File: src/design/pvc_pkg.sv
`timescale 1ns / 1ps
`default_nettype none

package pvc_pkg;

   // Field and datapath widths.
   localparam int DATA_W     = 32;   // Q16.16 velocities, gains and force
   localparam int ERR_W      = 33;   // error, Q17.16
   localparam int DT_W       = 31;   // step time, unsigned Q15.16
   localparam int STAMP_W    = 32;
   localparam int WIN_W      = 16;
   localparam int INTEG_W    = 48;   // integral, Q32.16
   localparam int DE_W       = 34;   // error change
   localparam int NUM_W      = 49;   // |error change| shifted up by 16
   localparam int DER_W      = 50;   // derivative
   localparam int SQ_W       = 47;   // ref * |ref|, Q31.16
   localparam int MUL_W      = 33;   // shared multiplier operand
   localparam int PROD_W     = 66;
   localparam int ACC_W      = 88;   // output sum, Q56.32
   localparam int REM_W      = 31;
   localparam int DIV_CNT_W  = 6;
   localparam int CSR_IDX_W  = 3;
   localparam int CSR_DATA_W = 32;

   // Configuration register indexes.
   localparam logic [CSR_IDX_W-1:0] CSR_PROP_GAIN     = 3'd0;
   localparam logic [CSR_IDX_W-1:0] CSR_INTEG_GAIN    = 3'd1;
   localparam logic [CSR_IDX_W-1:0] CSR_DERIV_GAIN    = 3'd2;
   localparam logic [CSR_IDX_W-1:0] CSR_FEEDFWD_GAIN  = 3'd3;
   localparam logic [CSR_IDX_W-1:0] CSR_SETTLE_WINDOW = 3'd4;

   // Reset values of the configuration registers.
   localparam logic [DATA_W-1:0] FEEDFWD_GAIN_RST  = 32'd8898332;
   localparam logic [WIN_W-1:0]  SETTLE_WINDOW_RST = 16'd150;

   // Operation codes of an input word.
   localparam logic OP_STEP  = 1'b0;
   localparam logic OP_START = 1'b1;

   typedef enum logic [3:0] {
      ST_IDLE,
      ST_INC_MUL,
      ST_INC,
      ST_SQ,
      ST_KI_LO,
      ST_KI_HI,
      ST_FF_LO,
      ST_FF_HI,
      ST_FF_ACC,
      ST_DIV_WAIT,
      ST_DERIV,
      ST_KD_LO,
      ST_KD_HI,
      ST_LAST,
      ST_OUT
   } state_type;

   // Operand pair presented to the shared multiplier.
   typedef enum logic [3:0] {
      MUL_NONE,
      MUL_E_DT,
      MUL_REF_SQ,
      MUL_KP_E,
      MUL_KI_ILO,
      MUL_KI_IHI,
      MUL_FF_QLO,
      MUL_FF_QHI,
      MUL_KD_DLO,
      MUL_KD_DHI
   } mul_sel_type;

   // Use of the product registered in the previous cycle.
   typedef enum logic [2:0] {
      ACC_NONE,
      ACC_INC,
      ACC_SQ,
      ACC_FIRST,
      ACC_ADD_LO,
      ACC_ADD_HI
   } acc_op_type;

   typedef struct packed {
      logic        capture;
      logic        start;
      logic        prep;
      mul_sel_type mul_sel;
      acc_op_type  acc_op;
      logic        deriv_load;
      logic        out_load;
   } cmd_type;

   typedef struct packed {
      logic div_busy;
   } status_type;

endpackage

`default_nettype wire

File: src/design/pvc_ctrl.sv
`timescale 1ns / 1ps
`default_nettype none

module pvc_ctrl (
   input  wire logic                clock,
   input  wire logic                reset,
   input  wire logic                req_valid,
   input  wire logic                req_operation,
   output logic                     req_ready,
   input  wire logic                rsp_ready,
   output logic                     rsp_valid,
   output pvc_pkg::cmd_type         cmd,
   input  wire pvc_pkg::status_type status
);
   import pvc_pkg::*;

   state_type state_ff, state_in;
   logic      rsp_valid_ff, rsp_valid_in;

   // Next state.
   always_comb begin
      state_in = state_ff;
      unique case (state_ff)
         ST_IDLE: begin
            if (req_valid && req_operation == OP_STEP) begin
               state_in = ST_INC_MUL;
            end
         end
         ST_INC_MUL:  state_in = ST_INC;
         ST_INC:      state_in = ST_SQ;
         ST_SQ:       state_in = ST_KI_LO;
         ST_KI_LO:    state_in = ST_KI_HI;
         ST_KI_HI:    state_in = ST_FF_LO;
         ST_FF_LO:    state_in = ST_FF_HI;
         ST_FF_HI:    state_in = ST_FF_ACC;
         ST_FF_ACC:   state_in = ST_DIV_WAIT;
         ST_DIV_WAIT: begin
            if (!status.div_busy) begin
               state_in = ST_DERIV;
            end
         end
         ST_DERIV:    state_in = ST_KD_LO;
         ST_KD_LO:    state_in = ST_KD_HI;
         ST_KD_HI:    state_in = ST_LAST;
         ST_LAST:     state_in = ST_OUT;
         ST_OUT: begin
            if (!rsp_valid_ff || rsp_ready) begin
               state_in = ST_IDLE;
            end
         end
         default:     state_in = ST_IDLE;
      endcase
   end

   // Datapath commands. Each multiply is registered and consumed in the next state.
   always_comb begin
      req_ready      = 1'b0;
      cmd.capture    = 1'b0;
      cmd.start      = 1'b0;
      cmd.prep       = 1'b0;
      cmd.mul_sel    = MUL_NONE;
      cmd.acc_op     = ACC_NONE;
      cmd.deriv_load = 1'b0;
      cmd.out_load   = 1'b0;
      unique case (state_ff)
         ST_IDLE: begin
            req_ready   = 1'b1;
            cmd.capture = req_valid;
            cmd.start   = req_valid && (req_operation == OP_START);
         end
         ST_INC_MUL: begin
            cmd.prep    = 1'b1;
            cmd.mul_sel = MUL_E_DT;
         end
         ST_INC: begin
            cmd.mul_sel = MUL_REF_SQ;
            cmd.acc_op  = ACC_INC;
         end
         ST_SQ: begin
            cmd.mul_sel = MUL_KP_E;
            cmd.acc_op  = ACC_SQ;
         end
         ST_KI_LO: begin
            cmd.mul_sel = MUL_KI_ILO;
            cmd.acc_op  = ACC_FIRST;
         end
         ST_KI_HI: begin
            cmd.mul_sel = MUL_KI_IHI;
            cmd.acc_op  = ACC_ADD_LO;
         end
         ST_FF_LO: begin
            cmd.mul_sel = MUL_FF_QLO;
            cmd.acc_op  = ACC_ADD_HI;
         end
         ST_FF_HI: begin
            cmd.mul_sel = MUL_FF_QHI;
            cmd.acc_op  = ACC_ADD_LO;
         end
         ST_FF_ACC: begin
            cmd.acc_op  = ACC_ADD_HI;
         end
         ST_DIV_WAIT: ;
         ST_DERIV: begin
            cmd.deriv_load = 1'b1;
         end
         ST_KD_LO: begin
            cmd.mul_sel = MUL_KD_DLO;
         end
         ST_KD_HI: begin
            cmd.mul_sel = MUL_KD_DHI;
            cmd.acc_op  = ACC_ADD_LO;
         end
         ST_LAST: begin
            cmd.acc_op  = ACC_ADD_HI;
         end
         ST_OUT: begin
            cmd.out_load = !rsp_valid_ff || rsp_ready;
         end
         default: ;
      endcase
   end

   // Response valid: set when a word is loaded, cleared when it is taken.
   always_comb begin
      if (cmd.out_load) begin
         rsp_valid_in = 1'b1;
      end else if (rsp_ready) begin
         rsp_valid_in = 1'b0;
      end else begin
         rsp_valid_in = rsp_valid_ff;
      end
   end

   always_ff @(posedge clock) begin
      if (reset) begin
         state_ff     <= ST_IDLE;
         rsp_valid_ff <= 1'b0;
      end else begin
         state_ff     <= state_in;
         rsp_valid_ff <= rsp_valid_in;
      end
   end

   assign rsp_valid = rsp_valid_ff;

endmodule

`default_nettype wire

File: config.mk
export PLATFORM = sky130hd
export DESIGN_NAME = pvc_ctrl
export DESIGN_NICKNAME = d
export VERILOG_FILES = /design/src/design/pvc_pkg.sv /design/src/design/pvc_ctrl.sv
export SDC_FILE = /design/constraint.sdc
export NUM_CORES = 1
export LEC_CHECK = 0
export BUFFER_PORTS_ARGS = -buffer_cell sky130_fd_sc_hd__buf_2
export CAP_MARGIN = 20
export CORE_AREA = 5 5 42 44
export CTS_BUF_LIST = sky130_fd_sc_hd__clkbuf_8 sky130_fd_sc_hd__clkbuf_16
export DETAILED_ROUTE_END_ITERATION = 8
export DIE_AREA = 0 0 47 49
export GPL_TIMING_DRIVEN = 1
export PLACE_DENSITY = 0.57
export SYNTH_ARGS = -nofsm -noshare
export SYNTH_HDL_FRONTEND = slang
export SYNTH_SLANG_ARGS = --single-unit
File: constraint.sdc
create_clock -name clock -period 2.7 [get_ports clock]
set_input_delay 0.27 -clock clock [delete_from_list [all_inputs] [get_ports clock]]
set_output_delay 0.27 -clock clock [all_outputs]
set_load 0.01 [all_outputs]
==> results.sh <==
export IMPL_grt_setup_unrepaired="false"
export IMPL_p_leak_nw=0.263
export IMPL_drcViolationCount=0
export IMPL_fin_crit_ns=1.70
export IMPL_crit_buf_inv=1
export IMPL_drive_gt1_frac=0.306
export IMPL_yosys_top_cells_count="dfxtp_1, nor2_1, buf_2, nand2_1, nand2b_1"
export IMPL_yosysUniqueCellTypes=27
export IMPL_die_width_um=47
export IMPL_cp_top_family="flip-flops"
export IMPL_cell_internal_pwr_mw=0.198
export IMPL_cp_max_fo=17
export IMPL_synthMuxAreaShare=0
export IMPL_seq_power_share=0.332
export IMPL_synth_top_area_cell="dfxtp_1"
export IMPL_switchingPower_mw=0.0698
export IMPL_wl_per_cell_um=11.0
export IMPL_clockBufferDepth=2
export IMPL_fin_nets=79
export IMPL_routed_via_density=5.06
export IMPL_slew_headroom=0.659
export IMPL_core_um2=1400
export IMPL_drt_total_wl_um=970
export IMPL_post_cts_buffers=0
export IMPL_grtUsageTotal=0.0971
export IMPL_skew_ns=0.00294
export IMPL_switching_share=0.260
export IMPL_die_area_um2=2300
export IMPL_hold_class="in2reg"
export IMPL_vias=445
export IMPL_synth_top_family_by_area="simple AND/OR/NAND/NOR gates"
export IMPL_start_util=0.279
export IMPL_utilization=0.373
export IMPL_htreeDepth=1
export IMPL_antenna_found_initial=0
export IMPL_async_flop_share=0
export IMPL_synthFlopType="dfxtp_1"
export IMPL_synth_seq_area_share=0.256
export IMPL_syn_num_nets=60
export IMPL_diodes=0
export IMPL_grt_max_degree=18
export IMPL_cts_buffers=3
export IMPL_cts_sinks=5
export IMPL_rows=14
export IMPL_grt_ovfl_total=0
export IMPL_crit_type="reg2out"
export IMPL_setup_viol=0
export IMPL_clock_latency_ns=0.22
export IMPL_pin_count=20
export IMPL_root_buffer="clkbuf_8"
export IMPL_synth_edf_count=0
export IMPL_syn_to_final_growth_pct=34.0
export IMPL_critPathArrivalTime_ns=1.43
export IMPL_drt_iter0_markers=4
export IMPL_slowest_delay_ns=0.63
export IMPL_cp_start_kind="register"
export IMPL_ant_nets=0
export IMPL_synthesis_area_um2=390
export IMPL_path_cells="and3b_1 -> a21oi_1 -> nor2_1 -> buf_2"
export IMPL_dieHeight_um=49
export IMPL_hold_buffers=0
export IMPL_ir_drop_uv=323
export IMPL_cp_required_ns=2.43
export IMPL_max_freq_mhz=588
export IMPL_netlist_instances=54
export IMPL_setup_tns_final_ns=0
export IMPL_yosys_top_cells_area="dfxtp_1, nand2b_1, buf_2"
export IMPL_grt_pass1_wl_um=1530
export IMPL_power_density_nw_per_um2=513
export IMPL_period_share=0.630
export IMPL_cp_end_kind="primary output"
export IMPL_clkTransAtPathRegs_ns=0.03
export IMPL_cp_slowest_cell="dfxtp_1"
export IMPL_dp_hpwl_um=683
export IMPL_gp_congestion=0.709
export IMPL_grt_pass1_vias=381
export IMPL_final_hold_violation_count=0
export IMPL_cts_resized=0
export IMPL_slew_viol_final=0
export IMPL_synth_adder_area_share=0
export IMPL_synth_avg_cell_area_um2=7.23
export IMPL_cts_tree="yes"
export IMPL_synth_compound_area_frac=0.228
export IMPL_io_buffer_count=19
export IMPL_cap_violations=0
export IMPL_synth_simple_area_share=0.404
export IMPL_netlist_area_leader_share=0.256
export IMPL_synth_seq_cells=5
export IMPL_outcome="finished, final reports clean"
export IMPL_drt_pass1_iter_count=4
export IMPL_p_clk_frac=0.496
export IMPL_ys_warn_count=0
export IMPL_synth_xor_area_frac=0.0224
export IMPL_worst_pin_slew_ns=0.511
export IMPL_pwr_share_comb=0.171
through the flow:
step                      setup slack, ns  instances  hold slack [ns]  total power [mW]  instance area, µm²
after floorplan                      1.28         54            0.339             0.118                 390
after global placement               1.26         84            0.525             0.136                 478
after detailed placement             1.22         84            0.525             0.137                 478
after CTS                           0.990         88            0.295             0.274                 523
after global routing                0.853         88            0.309             0.287                 523
final                               0.999         88            0.291             0.268                 523
cells by family (layout without fill, tap and decap cells):
family,after synthesis,in the layout
AND/OR/NAND/NOR,28,28
flip-flops,5,5
buffers and inverters,7,25
XOR/XNOR,1,1
AO/OA/AOI/OAI,13,13
placed cells by master (no fill, tap or decap), types with 2 or more instances in the layout:
cell type,synthesis,final
and3_1,2,2
nand3b_1,2,2
a21oi_1,3,3
nand2_1,4,4
nor3_1,3,3
nor2b_1,3,3
nand2b_1,4,4
o21ai_0,2,2
clkbuf_8,0,3
buf_2,4,19
dfxtp_1,5,5
inv_1,2,3
nor2_1,5,5
layout make-up:
type	instances	area [µm²]
clock buffer	3	41.3
clock inverter	1	3.75
fill	166	878
inverter	2	7.51
multi-input combinational	42	255
sequential	5	100
tap	16	20.0
timing repair buffer	19	95.1
per-layer routing:
layer / GRT usage / wire (µm) / up-vias
li1: - / - / 228
met1: 0.0943 / 403 / 203
met2: 0.138 / 459 / 10
met3: 0.0554 / 71 / 4
met4: 0.0876 / 36 / 0
met5: 0 / 0 / -
path summary, 6_finish.rpt:
kind / cells after the start / endpoint / startpoint / slack, ns
hold / removal: 2 / state_ff[3]$_SDFFE_PP0P_ / reset / 0.29
hold reg to reg: 2 / rsp_valid$_SDFFE_PP0P_ / rsp_valid$_SDFFE_PP0P_ / 0.58
setup / recovery: 4 / cmd[8] / state_ff[0]$_SDFFE_PP0P_ / 1.0
setup reg to reg: 3 / state_ff[0]$_SDFFE_PP0P_ / state_ff[3]$_SDFFE_PP0P_ / 1.38
power by group through the flow:
stage	clock (mW)	combinational, mW	sequential [mW]
after floorplan	0	0.0360	0.0818
after global placement	0	0.0467	0.0898
after detailed placement	0	0.0470	0.0901
after CTS	0.138	0.0472	0.0888
after global routing	0.144	0.0521	0.0905
final	0.133	0.0460	0.0891
worst reg2reg max path: stages (launching register included):
cell and delay, ns:
dfxtp_1 0.54, nand3b_1 0.14, or4b_1 0.47, o41ai_1 0.07
registers in the layout (all words and copies together), names as in the netlist:
register and count:
state_ff 4, rsp_valid 1
(Power assumes the default switching activity.)
